$ cat src/sv/cbpf_pkg.sv
// ----------------------------------------------------------------------------
// cbpf_pkg
// shared constants, types and weight function of the bezier path flattener
// ----------------------------------------------------------------------------
`default_nettype none

package cbpf_pkg;

  // number of trailing zero bits, used to split the step denominator
  function automatic int trailing_zeros(input longint v);
    int     n;
    longint t;
    n = 0;
    t = v;
    for (int i = 0; i < 63; i++) begin
      if (t != 0 && t[0] == 1'b0) begin
        t = t >>> 1;
        n++;
      end
    end
    return n;
  endfunction

  localparam int STEPS       = 24;
  localparam int COORD_WIDTH = 24;

  localparam int     K_W    = $clog2(STEPS + 1);
  localparam longint DEN    = longint'(STEPS) * STEPS * STEPS;
  localparam int     WGT_W  = $clog2(DEN + 1);
  localparam int     PROD_W = COORD_WIDTH + WGT_W + 1;
  localparam int     SUM_W  = PROD_W + 2;
  localparam int     U_W    = COORD_WIDTH + WGT_W;

  // denominator = 2^DEN_TZ * ODD, the odd part goes through a reciprocal
  localparam int     DEN_TZ  = trailing_zeros(DEN);
  localparam longint ODD     = DEN >>> DEN_TZ;
  localparam int     ODD_W   = $clog2(ODD);
  localparam int     M_W     = COORD_WIDTH + ODD_W;
  localparam int     REC_K   = COORD_WIDTH + 2 * ODD_W;
  localparam longint RECIP   = ((longint'(1) << REC_K) + ODD - 1) / ODD;
  localparam int     RECIP_W = REC_K - ODD_W + 1;
  localparam int     QP_W    = M_W + RECIP_W;

  localparam logic [RECIP_W-1:0] RECIP_V = RECIP_W'(RECIP);

  // half denominator for rounding plus offset that makes the sum non-negative
  localparam longint BIAS = DEN / 2 + (DEN << (COORD_WIDTH - 1));
  localparam logic signed [SUM_W-1:0] BIAS_S = SUM_W'(BIAS);

  localparam logic [K_W-1:0] LAST_K = K_W'(STEPS);

  typedef logic signed [COORD_WIDTH-1:0] coord_t;

  localparam coord_t COORD_MAX = coord_t'((longint'(1) << (COORD_WIDTH - 1)) - 1);
  localparam coord_t COORD_MIN = coord_t'(longint'(1) << (COORD_WIDTH - 1));

  typedef enum logic [1:0] {
    ST_IDLE,
    ST_SEG,
    ST_CLOSE
  } ctrl_state_t;

  typedef struct packed {
    logic           load_item;
    logic           load_close;
    logic           clear_path;
    logic           issue;
    logic [K_W-1:0] k;
    logic           last;
  } cmd_t;

  typedef struct packed {
    logic advance;
    logic load_ok;
    logic seen_any;
  } status_t;

  // bernstein weight j of step k, scaled by STEPS^3
  function automatic logic [WGT_W-1:0] bez_weight(input int j, input logic [K_W-1:0] k);
    longint kk;
    longint rr;
    longint w;
    kk = longint'(k);
    rr = STEPS - kk;
    case (j)
      0:       w = rr * rr * rr;
      1:       w = 3 * kk * rr * rr;
      2:       w = 3 * kk * kk * rr;
      default: w = kk * kk * kk;
    endcase
    return w[WGT_W-1:0];
  endfunction

endpackage

`default_nettype wire

$ cat src/sv/cbpf_ctrl.sv
// ----------------------------------------------------------------------------
// cbpf_ctrl
// sequencer: takes anchors, steps through segment points, closing segment
// ----------------------------------------------------------------------------
`default_nettype none

module cbpf_ctrl (
  input  wire logic              clk,
  input  wire logic              rst,
  input  wire logic              in_valid,
  input  wire logic              end_of_path,
  output logic                   in_ready,
  input  wire logic              cfg_valid,
  input  wire logic              cfg_data,
  output logic                   cfg_ready,
  input  wire cbpf_pkg::status_t status,
  output cbpf_pkg::cmd_t         cmd
);

  cbpf_pkg::ctrl_state_t        state, state_next;
  logic [cbpf_pkg::K_W-1:0]     k, k_next;
  logic                         close_pending, close_pending_next;
  logic                         path_closed;
  logic                         closing;

  assign cfg_ready = 1'b1;

  always_ff @(posedge clk) begin
    if (rst) begin
      state         <= cbpf_pkg::ST_IDLE;
      k             <= '0;
      close_pending <= 1'b0;
      path_closed   <= 1'b0;
    end else begin
      state         <= state_next;
      k             <= k_next;
      close_pending <= close_pending_next;
      if (cfg_valid && cfg_ready) begin
        path_closed <= cfg_data;
      end
    end
  end

  always_comb begin
    state_next         = state;
    k_next             = k;
    close_pending_next = close_pending;
    in_ready           = 1'b0;
    closing            = end_of_path && path_closed && status.seen_any;
    cmd                = '0;
    cmd.k              = k;
    cmd.last           = (k == cbpf_pkg::LAST_K) && !close_pending;
    unique case (state)
      cbpf_pkg::ST_IDLE: begin
        in_ready = status.load_ok;
        if (in_valid && status.load_ok) begin
          cmd.load_item  = 1'b1;
          cmd.clear_path = end_of_path && !closing;
          if (status.seen_any) begin
            state_next         = cbpf_pkg::ST_SEG;
            k_next             = '0;
            close_pending_next = closing;
          end
        end
      end
      cbpf_pkg::ST_SEG: begin
        cmd.issue = 1'b1;
        if (status.advance) begin
          if (k == cbpf_pkg::LAST_K) begin
            k_next     = '0;
            state_next = close_pending ? cbpf_pkg::ST_CLOSE : cbpf_pkg::ST_IDLE;
          end else begin
            k_next = k + cbpf_pkg::K_W'(1);
          end
        end
      end
      cbpf_pkg::ST_CLOSE: begin
        if (status.load_ok) begin
          cmd.load_close     = 1'b1;
          cmd.clear_path     = 1'b1;
          close_pending_next = 1'b0;
          k_next             = '0;
          state_next         = cbpf_pkg::ST_SEG;
        end
      end
      default: begin
        state_next = cbpf_pkg::ST_IDLE;
      end
    endcase
  end

endmodule

`default_nettype wire

$ cat config.mk
export PLATFORM = sky130hd
export DESIGN_NAME = cbpf_ctrl
export DESIGN_NICKNAME = d
export VERILOG_FILES = /design/src/sv/cbpf_pkg.sv /design/src/sv/cbpf_ctrl.sv
export SDC_FILE = /design/constraint.sdc
export NUM_CORES = 1
export LEC_CHECK = 0
export ABC_AREA = 1
export BUFFER_PORTS_ARGS = -buffer_cell sky130_fd_sc_hd__buf_2
export CORE_UTILIZATION = 40
export DETAILED_ROUTE_END_ITERATION = 8
export GPL_ROUTABILITY_DRIVEN = 1
export HOLD_SLACK_MARGIN = 0.03
export PLACE_DENSITY = 0.76
export SYNTH_ARGS = -nofsm -noshare
export SYNTH_HDL_FRONTEND = slang
export SYNTH_SLANG_ARGS = --single-unit
export TNS_END_PERCENT = 1
$ cat constraint.sdc
create_clock -name clk -period 2.8 [get_ports clk]
set_clock_uncertainty 0.05 [all_clocks]
set_input_delay 0.7 -clock clk [delete_from_list [all_inputs] [get_ports clk]]
set_output_delay 0.7 -clock clk [all_outputs]
set_load 0.01 [all_outputs]
==> flow_results.org, run 1 <==
** Power
- Power spent charging and discharging nets :: 0.301 mW
- Internal power :: 0.323 mW
- Per report_power, the sequential group accounts for 30.9% of the total.
- Highest ir drop seen on vdd :: 0.368 mV
- Combinational Power Share :: 52.3%
- P per Cell Area :: 820 nW/um^2
- Leakage component of the power :: 0.422 nW
- The design draws 0.624 mW.
- Switching share of total power :: 48.2%
- The share of total power dissipated in the clock network is 16.9%.

** Synthesis
- Post-synthesis net count :: 113
- Sorting the synthesized cells by area gives the leading types as sky130_fd_sc_hd__dfxtp_1, sky130_fd_sc_hd__nand2_1, sky130_fd_sc_hd__inv_1.
- Total number of yosys warnings :: 0
- The synthesized design contains 0 enable-type register cells.
- Commonest register cell after synthesis :: sky130_fd_sc_hd__dfxtp_1
- For this run, the register share of the synthesized area comes to 28.2%.
- Counting distinct cell types in the post-synthesis netlist gives 23.
- Cell type with the highest aggregate area in the netlist :: sky130_fd_sc_hd__dfxtp_1
- Of the post-synthesis cell area, the dominant cell type holds 28.2%.
- After synthesis the netlist holds a flip-flop and latch count of 9.
- Post-Synthesis Cell Area :: 638 sq um
- A synthesized cell averages 6.26 sq um.
- Counting every instance in the synthesized netlist gives 102.
- Share of async-settable or async-resettable flops after synthesis :: 0%

** Critical path
- Cell Chain, Critical Path :: inv_1 > ha_1 > nand2_1 > inv_1 > nand2_1 > nor2_1 > buf_2
- Largest fanout on the critical path :: 6
- Category of the worst setup path launch point :: flip-flop
- Among all stages on the critical path, the largest delay is contributed by sky130_fd_sc_hd__dfxtp_1.
- Required time at the endpoint of the critical path :: 2050 ps
- For this run, the slowest stage of the critical path takes 410 ps.
- STA classifies the critical path endpoint as an output port.
- Data on the critical path arrives at its endpoint at 1410 ps.
- Crit Path Class :: reg -> out

** CTS
- The number of hold buffers added after CTS was 0.
- CTS saw 9 sinks.
- The longest clock path from root to sink contains 2 buffers.
- Number of levels in the clock H-tree :: 1
- Number of buffers created by CTS :: 3
- TritonCTS clock tree :: done
- Insertion delay to the later sink of the worst-skew pair :: 270 ps
- CTS placed an instance of sky130_fd_sc_hd__clkbuf_4 at the clock tree root.
- Buffers added to address setup during post-CTS repair amount to 0.
- Clock input transition at the sequential cells of the worst setup and hold paths :: 70 ps
- Quantity of gates resized following cts :: 0

** Global route
- Pin count of the biggest net entering global routing :: 9
- Global routing finished with a remaining overflow of 0.
- First-pass GRT wire length :: 2220 microns
- The initial antenna violation count is 0.
- For this run, the total global-route usage over all layers was measured as 16.9%.
- Number of global-route vias before repair :: 539

** Routing
- For this run, design rule violations remaining after detail routing come to 0.
- For this block, the routed nets add up to 1300 microns of wire.
- For this run, the detailed router's first-pass iteration total came to 4.
- Routed wirelength normalized by instance count :: 9.41 microns
- Number of routed nets with antenna violations :: 0
- Vias per std cell :: 4.90
- For this block, the initial DRC count from the detailed router was 10.
- Detailed-route via count :: 676

** Timing
- Final total negative setup slack :: 0 ps
- Max Freq :: 464 MHz
- Of the available clock period, the critical path in the final layout requires 77.0%.
- On the final layout, the worst hold slack is 434 ps.
- The number of slew-limit violations in the final report is 0.
- Hold Violations, Final :: 0
- After layout, the minimum clock period comes to 2160 ps.
- Setup repair after global routing left no endpoint under its margin.
- Once routing completed, OpenROAD measured the worst setup slack at 643 ps.
- Setup violations remaining at the end of the flow were counted as 0.

** Floorplanning
- Die Y :: 41.9 microns
- Horiz. Die Dim :: 41.9 microns
- During I/O placement, the number of pins put on the boundary was 21.
- After floorplanning, the core was sized to cover 1510 sq um.
- Standard-cell row count :: 14
- Starting density of the core :: 42.4%
- The die covers 1760 sq um.

** Placement
- During placement, the flow inserted port buffers numbering 19.
- Pre-CTS worst setup slack :: 767 ps
- Placed cells :: 134
- Routability Congestion :: 0.822
- Dpl cell area :: 733 sq um
- Summed over all nets, the half-perimeter wirelength after detailed placement is 990 microns.

** Layout
- Fraction of final layout cells with drive strength greater than 1 :: 25.4%
- Area growth from synthesis to layout :: 19.2%
- Excluding fillers, the count of instances in the completed layout stands at 138.
- At the end of the flow, the number of nets in the layout was 134.
- 0 antenna diodes ended up in the layout.
- Fraction of the core area covered by cells at the end of the flow :: 50.5%
- Most common cell after layout, fill and taps aside :: sky130_fd_sc_hd__nand2_1
- In the layout the commonest cells are sky130_fd_sc_hd__nand2_1, sky130_fd_sc_hd__buf_2, sky130_fd_sc_hd__inv_1.
- The finished cells cover 761 sq um.

** Hold path
- The tightest min-delay check is of the reg -> reg type.

** Status
- The run finished with clean final reports.

** Run
- The tool flagged a number of max-cap violations equal to 0.
final timing paths:
check                start             to  cells past startpoint  slack, ps
max                   k[0]         cmd[0]                      7        640
min          close_pending  close_pending                      2        430
min reg2reg  close_pending  close_pending                      2        430
max reg2reg           k[0]           k[0]                      9       1410
cells in the mapped netlist (2+ instances only):
cell and n:
sky130_fd_sc_hd__a21oi_1 8, sky130_fd_sc_hd__buf_4 2, sky130_fd_sc_hd__dfxtp_1 9, sky130_fd_sc_hd__ha_1 2
sky130_fd_sc_hd__inv_1 15, sky130_fd_sc_hd__nand2_1 28, sky130_fd_sc_hd__nand3_1 7, sky130_fd_sc_hd__nand4_1 3
sky130_fd_sc_hd__nor2_1 11, sky130_fd_sc_hd__nor2_2 2, sky130_fd_sc_hd__o21ai_0 2, sky130_fd_sc_hd__o21ai_1 2
layer usage:
layer / routed length (microns) / vias up / global-route usage, %
met5: 0 / - / 0
met4: 46 / 0 / 13.5
met3: 60 / 5 / 3.91
met2: 585 / 19 / 25.0
met1: 606 / 292 / 20.8
li1: - / 360 / -
power by group through the flow:
stage	Sequential (mW)	Combinational (mW)	Clock, mW
global route	0.199	0.364	0.117
detailed placement	0.194	0.326	0
floorplan	0.184	0.262	0
global placement	0.195	0.321	0
CTS	0.192	0.327	0.108
finish	0.192	0.326	0.105
layout make-up:
type,count,area [sq um]
Fill cell,156,746
Multi-Input combinational cell,74,378
Sequential cell,9,180
Timing Repair Buffer,19,95.1
Inverter,16,60.1
Clock buffer,3,22.5
Tap cell,16,20.0
Clock inverter,1,5.00
sequential cells by signal, indices dropped and copies added, names as in the netlist:
name	flops
state	2
path_closed	1
close_pending	1
k	5
cells by family (layout without fill, tap and decap cells):
logic type / count (synthesis) / after routing / synth area share [%]
AO/OA/AOI/OAI: 13 / 13 / 10.4
AND/OR/NAND/NOR: 57 / 57 / 42.9
adder cells (fa/ha/maj): 2 / 2 / 3.92
buffers and inverters: 19 / 39 / 12.5
other: 1 / 1 / 0.588
flip-flops: 9 / 9 / 28.2
XOR/XNOR: 1 / 1 / 1.37
critical path, delay by kind of cell (launching register included):
kind	cells	cell delay [ps]
buffers and inverters	3	260
AND/OR/NAND/NOR	3	270
flip-flops	1	410
adder cells (fa/ha/maj)	1	190
Note: power is estimated with default switching activity, not from simulation.
==> run 2: changes to the inputs <==
==> constraint.sdc (replaced) <==
create_clock -name clk -period 2.1 [get_ports clk]
set_clock_uncertainty 0.05 [all_clocks]
set_input_delay 0.525 -clock clk [delete_from_list [all_inputs] [get_ports clk]]
set_output_delay 0.525 -clock clk [all_outputs]
set_load 0.01 [all_outputs]
==> flow_results.org, run 2 (same netlist as run 1, synthesis figures left out) <==
** Global route
- The total overflow reported by the global router is 0 (unchanged).
- The wire length of the first global-routing pass is 2460 microns (+11%).
- The pin count of the biggest net entering global routing was 9 (unchanged).
- The overall fraction of global-route tracks in use came to 19.3% (+2.4 points).
- Number of global-route vias before repair :: 588 (+9.1%)
- The initial antenna violation count was 0 (unchanged).

** CTS
- The root buffer cell chosen for the clock tree is sky130_fd_sc_hd__clkbuf_4.
- Number of buffers created by CTS :: 3 (unchanged)
- TritonCTS built the clock tree.
- Insertion delay to the later sink of the worst-skew pair :: 260 ps (about the same)
- The worst-case clock buffer depth is 2 (unchanged).
- The post-CTS setup-driven buffer insertion count is 0 (unchanged).
- Clock input transition at the sequential cells of the worst setup and hold paths :: 50 ps (-20 ps)
- Total clock sinks :: 9 (unchanged)
- Number of levels in the clock H-tree :: 1 (unchanged)
- The total of cells resized after clock tree synthesis came to 0 (unchanged).
- Hold buffers post-CTS :: 0 (unchanged)

** Layout
- Largest registers :: k x5, state x2
- Area growth from synthesis to layout :: 19.0%
- The share of the core filled with cells in the final layout is 50.4% (-0.083 points).
- k holds more flip-flops than any other register.
- Most common cell after layout, fill and taps aside :: sky130_fd_sc_hd__nand2_1
- Filler instances :: 174 (+12%)
- Leaving out fill and tap cells, the most frequent cells in the layout are sky130_fd_sc_hd__nand2_1, sky130_fd_sc_hd__buf_2, sky130_fd_sc_hd__inv_1.
- The flip-flop count of the largest register, all copies and words added was 5 (unchanged).
- Fraction of final layout cells with drive strength greater than 1 :: 24.6% (-0.82 points)
- Antenna diode count :: 0 (unchanged)
- The number of standard cells in the final layout excluding fillers came to 138 (unchanged).
- The final layout net count came to 134 (unchanged).

** Floorplanning
- Starting density of the core :: 42.4% (unchanged)
- Area of the placeable core :: 1510 sq um (unchanged)
- Standard-cell row count :: 14 (unchanged)
- Die Y :: 41.9 microns (unchanged)
- Horiz. Die Dim :: 41.9 microns (unchanged)
- Die area :: 1760 sq um (unchanged)
- Number of ports placed on the die boundary :: 21 (unchanged)

** Power
- The worst voltage drop across the vdd grid came to 0.459 mV (+25%).
- The leakage component of the power came to 0.419 nW (-0.65%).
- P per Cell Area :: 1100 nW/um^2 (+34%)
- The post-layout total power came to 0.833 mW (+33%).

** Critical path
- Largest fanout on the critical path :: 6 (unchanged)
- STA classifies the critical path startpoint as a flip-flop.
- The critical path data arrival time came to 1370 ps (-40 ps).
- Required time at the endpoint of the critical path :: 1520 ps (-530 ps)
- Endpoint class of the critical path :: output port
- The critical path is of the reg -> out type.

** Hold path
- The min-delay analysis places its worst path in the category in -> reg.

** Routing
- The detailed-route vias per instance was 4.83 (-1.5%).
- 1st-iter DRT viols :: 11 (+1)
- First-pass detailed-route iteration total :: 4 (unchanged)
- Detailed-route via count :: 666 (-1.5%)
- Routed wirelength normalized by instance count :: 9.57 microns (+1.8%)
- Number of routed nets with antenna violations :: 0 (unchanged)
- DRC violations left :: 0 (unchanged)
- The final routed wirelength across all metal layers came to 1320 microns (+1.8%).

** Placement
- The half-perimeter wire length of the detailed placement result came to 1030 microns (+4.3%).
- Placed cells :: 134 (unchanged)
- Routability Congestion :: 0.817 (-0.60%)
- The worst-case setup slack after placement was 408 ps (-359 ps).
- The number of buffers inserted by port buffering was 19 (unchanged).

** Timing
- The worst path in the final design needs a cycle of 1940 ps, including I/O delays and setup.
- The setup violation total in the final timing report came to 0 (unchanged).
- Timing would allow up to 514 MHz.
- Setup ws final :: 155 ps (-488 ps)
- The final setup TNS is 0 ps (unchanged).
- Period utilisation layout :: 92.6%
- Number of max-slew violations in the final report :: 0 (unchanged)
- Hold Violations, Final :: 0 (unchanged)
- Setup repair after global routing left no endpoint under its margin.

** Run
- The max-capacitance violation count is 0 (unchanged).

** Status
- The run finished with clean final reports.
[run 2: cell count changes in the layout (fill, tap and decap cells not counted)]
cell | previous run | this run
sky130_fd_sc_hd__clkbuf_1 | 0 | 1
sky130_fd_sc_hd__clkinv_2 | 1 | 0
[run 2: where the power goes]
group	switching (mW)	internal (mW)
sequential	0.0556	0.204
combinational	0.284	0.156
clock	0.0598	0.0732
[run 2: final timing paths]
| path | start | to | slack, ps | cells after the start |
|---|---|---|---|---|
| setup / recovery | k[0] | cmd[0] | 160 | 7 |
| hold / removal | cfg_valid | path_closed | 390 | 2 |
| setup reg to reg | k[0] | k[3] | 730 | 9 |
| hold reg to reg | close_pending | close_pending | 420 | 2 |
[run 2: layout make-up]
class	count	area (sq um)	area share (%)
Clock buffer	4	26.3	3.46
Inverter	16	60.1	7.91
Timing Repair Buffer	19	95.1	12.5
Tap cell	16	20.0	2.64
Multi-Input combinational cell	74	378	49.8
Sequential cell	9	180	23.7
[run 2: worst max-delay path, cell delays in order, from the launching register on]
cell	delay [ps]
sky130_fd_sc_hd__dfxtp_1	410
sky130_fd_sc_hd__inv_1	80
sky130_fd_sc_hd__ha_1	190
sky130_fd_sc_hd__nand2_1	60
sky130_fd_sc_hd__inv_1	40
sky130_fd_sc_hd__nand2_1	110
sky130_fd_sc_hd__nor2_1	70
sky130_fd_sc_hd__buf_2	140
[run 2: per-layer routing]
metal,wire [microns],track usage (%),vias up
met4,34,11.6,0
met5,0,0,-
met2,612,29.7,10
met1,627,22.1,292
met3,46,7.83,5
li1,-,-,359
[run 2: through the flow]
| step | hold slack, ps | instance area, sq um |
|---|---|---|
| 6_report | 394 | 759 |
| 5_1_grt | 395 | 759 |
| 4_1_cts | 384 | 759 |
| 3_5_place_dp | 410 | 733 |
| 3_3_place_gp | 407 | 733 |
| 2_1_floorplan | 388 | 638 |
==> run 3: changes to the inputs <==
--- a/config.mk
+++ b/config.mk
@@ -12,6 +12,7 @@
 export GPL_ROUTABILITY_DRIVEN = 1
 export HOLD_SLACK_MARGIN = 0.03
 export PLACE_DENSITY = 0.76
+export SLEW_MARGIN = 20
 export SYNTH_ARGS = -nofsm -noshare
 export SYNTH_HDL_FRONTEND = slang
 export SYNTH_SLANG_ARGS = --single-unit
==> constraint.sdc (replaced) <==
create_clock -name clk -period 1.85 [get_ports clk]
set_clock_uncertainty 0.05 [all_clocks]
set_input_delay 0.4625 -clock clk [delete_from_list [all_inputs] [get_ports clk]]
set_output_delay 0.4625 -clock clk [all_outputs]
set_load 0.01 [all_outputs]
==> flow_results.org, run 3 (same netlist as run 1, synthesis figures left out) <==
** Power
- Leakage component of the power :: 0.452 nW (+7.9%)
- The worst voltage drop across the vdd grid came to 0.464 mV (+1.3%).
- P per Cell Area :: 1230 nW/um^2 (+12%)

** Critical path
- The worst setup path is of the reg -> out kind.
- Counting stages on the worst path, the most repeated cell is sky130_fd_sc_hd__nand2_1.
- STA classifies the critical path endpoint as an output port.
- Reg2reg end :: state[1]
- Critical register-to-register path startpoint :: k[0]
- STA classifies the critical path startpoint as a flip-flop.
- Crit path largest cell delay :: 370 ps (-40 ps)
- The critical path data arrival time is 1270 ps (-100 ps).
- Cell Chain, Critical Path :: nor2_4 > nand2_1 > inv_1 > nand2_1 > o22ai_2 > buf_2
- The cell depth of the worst flop-to-flop path came to 10 (+1).
- The critical path data required time is 1340 ps (-180 ps).
- The setup slack on the worst flop-to-flop path was 530 ps (-200 ps).
- Largest fanout on the critical path :: 7 (+1)
- For this design, the slowest cell found on the critical path is sky130_fd_sc_hd__dfxtp_4.

** Global route
- The wire length of the first global-routing pass was 2390 microns (-2.5%).
- The global routing usage on met3 is 3.91% (-3.9 points).
- The met2 routing resource usage after global routing came to 29.7% (unchanged).
- Aggregate global routing overflow :: 0 (unchanged)
- Met1 GRT Util :: 22.6% (+0.48 points)
- Pin count of the biggest net entering global routing :: 9 (unchanged)
- Layer with the highest usage :: met2
- Antenna violations before repair :: 0 (unchanged)
- Global-route total usage across every layer :: 18.1% (-1.2 points)
- Number of global-route vias before repair :: 584 (-0.68%)

** Layout
- Final cell area excluding filler cells :: 826 sq um (+8.7%)
- The number of standard cells in the final layout excluding fillers was 141 (+2.2%).
- Antenna diode count :: 0 (unchanged)
- The top cell types in the final layout, fill and taps aside, are sky130_fd_sc_hd__nand2_1, sky130_fd_sc_hd__buf_2, sky130_fd_sc_hd__inv_1.
- Most common cell after layout, fill and taps aside :: sky130_fd_sc_hd__nand2_1
- The final layout net count was 137 (+2.2%).
- Register with the highest flop count :: k
- The largest registers in the layout are k x5, state x2.
- Max FFs per register :: 5 (unchanged)
- Filler instances :: 146 (-16%)
- Area growth from synthesis to layout :: 29.4%
- Fraction of final layout cells with drive strength greater than 1 :: 33.6% (+9.0 points)

** Hold path
- Class of the tightest hold or removal check :: in -> reg
- Worst hold start :: cfg_valid
- Cell depth of the worst min-delay path :: 2 (unchanged)
- The worst hold path terminates at path_closed.

** CTS
- The clock-pin transition on the worst setup and hold timing paths is 60 ps (about the same).
- Clock tree synthesis selected as its root buffer the cell sky130_fd_sc_hd__clkbuf_4.
- Total clock sinks :: 9 (unchanged)
- Insertion delay to the later sink of the worst-skew pair :: 260 ps (about the same)
- The worst-case clock buffer depth was 2 (unchanged).
- The CTS buffer count is 3 (unchanged).
- Number of levels in the clock H-tree :: 1 (unchanged)
- TritonCTS clock tree :: done

** Placement
- Number of buffers inserted by port buffering :: 19 (unchanged)
- The half-perimeter wire length of the detailed placement result was 1110 microns (+7.8%).
- The instance count after placement with tap cells included came to 135 (+0.75%).
- Dpl cell area :: 741 sq um (+1.0%)
- The global placer's final weighted congestion was 0.875 (+7.1%).
- The worst-case setup slack after placement is 255 ps (-153 ps).

** Timing
- After layout, the worst path uses 96.4% of the clock period.
- Hold Violations, Final :: 0 (unchanged)
- Clock period minus worst slack :: 1780 ps
- Max Freq :: 561 MHz
- The number of slew-limit violations in the final report is 0 (unchanged).
- The setup violation total in the final timing report came to 0 (unchanged).
- Setup ws final :: 67.0 ps (-88.1 ps)

** Floorplanning
- The overall die width was 41.9 microns (unchanged).
- Die area :: 1760 sq um (unchanged)
- Area of the placeable core :: 1510 sq um (unchanged)
- Standard-cell row count :: 14 (unchanged)
- Number of ports placed on the die boundary :: 21 (unchanged)
- The initial core utilization is 42.4% (unchanged).
- Die Y :: 41.9 microns (unchanged)

** Status
- Result of the run :: complete, no violations

** Routing
- Routed wirelength normalized by instance count :: 10.4 microns (+8.2%)
- The number of DRC violations after detailed-routing iteration 0 was 9 (-2).
- DRC violations left :: 0 (unchanged)
- The detailed-route vias per instance was 5.06 (+4.8%).
- The number of iterations in the first detailed-routing pass is 4 (unchanged).
- Wire length after detailed routing :: 1460 microns (+11%)
- Detailed-route via count :: 713 (+7.1%)
- Number of routed nets with antenna violations :: 0 (unchanged)

** Run
- Max capacitance violation total :: 0 (unchanged)
## run 3: cell types whose count changed in the layout (fill, tap and decap cells not counted), moves of 2 or more
cell / previous run / this run
sky130_fd_sc_hd__dfxtp_4: 0 / 2
sky130_fd_sc_hd__inv_2: 1 / 3
sky130_fd_sc_hd__nor2_1: 11 / 9
sky130_fd_sc_hd__nor2_4: 1 / 3
sky130_fd_sc_hd__dfxtp_1: 9 / 6
sky130_fd_sc_hd__inv_1: 15 / 13
sky130_fd_sc_hd__buf_4: 0 / 3
## run 3: metal layers
layer | wire length, microns | part of all wire (%)
met3 | 49 | 3.4
met1 | 660 | 45
met4 | 23 | 1.6
met2 | 729 | 50
met5 | 0 | 0
## run 3: area by class of cell
type,count,area [sq um],area share (%)
timing repair buffer,22,124,15.0
tap,16,20.0,2.42
multi-input combinational,74,407,49.2
sequential,9,189,22.9
inverter,16,60.1,7.27
clock buffer,4,26.3,3.18
## run 3: repair_timing
item	4_1_cts	5_1_grt
gates resized for setup	2	13
pin swaps	0	2
hold buffers	0	0
endpoints found under the setup margin	2	3
buffers inserted	0	2
## run 3: how the worst max path moves through the flow
stage	startpoint	end	slack, ps	cells after the start
global placement	k[0]	cmd[0]	290	7
global route	state[0]	cmd[7]	-3	6
finish	state[0]	cmd[7]	70	6
floorplan	state[0]	cmd[7]	310	6
CTS	k[0]	cmd[0]	20	7
detailed placement	status[1]	cmd[7]	250	8
## run 3: metrics by stage
step	setup TNS (ps)	utilization, %	power (mW)	hold WS [ps]
after floorplan	0	-	0.675	388
after global placement	0	49.2	0.788	408
after detailed placement	0	49.2	0.806	413
after CTS	0	51.3	0.973	328
after global routing	-2.72	54.8	1.10	341
final	0	54.8	1.01	329
## run 3: where the power goes
group	internal [mW]	leakage (nW)	total, mW	switching, mW
Combinational	0.201	0.362	0.549	0.348
Sequential	0.243	0.0752	0.310	0.0670
Clock	0.0833	0.0150	0.155	0.0719
Total	0.527	0.452	1.01	0.487
## run 3: critical path, delay by kind of cell, from the launching register on
family / cells / cell delay [ps]
buf+inv: 2 / 220
flops: 1 / 370
simple gates: 3 / 320
compound gates: 1 / 90
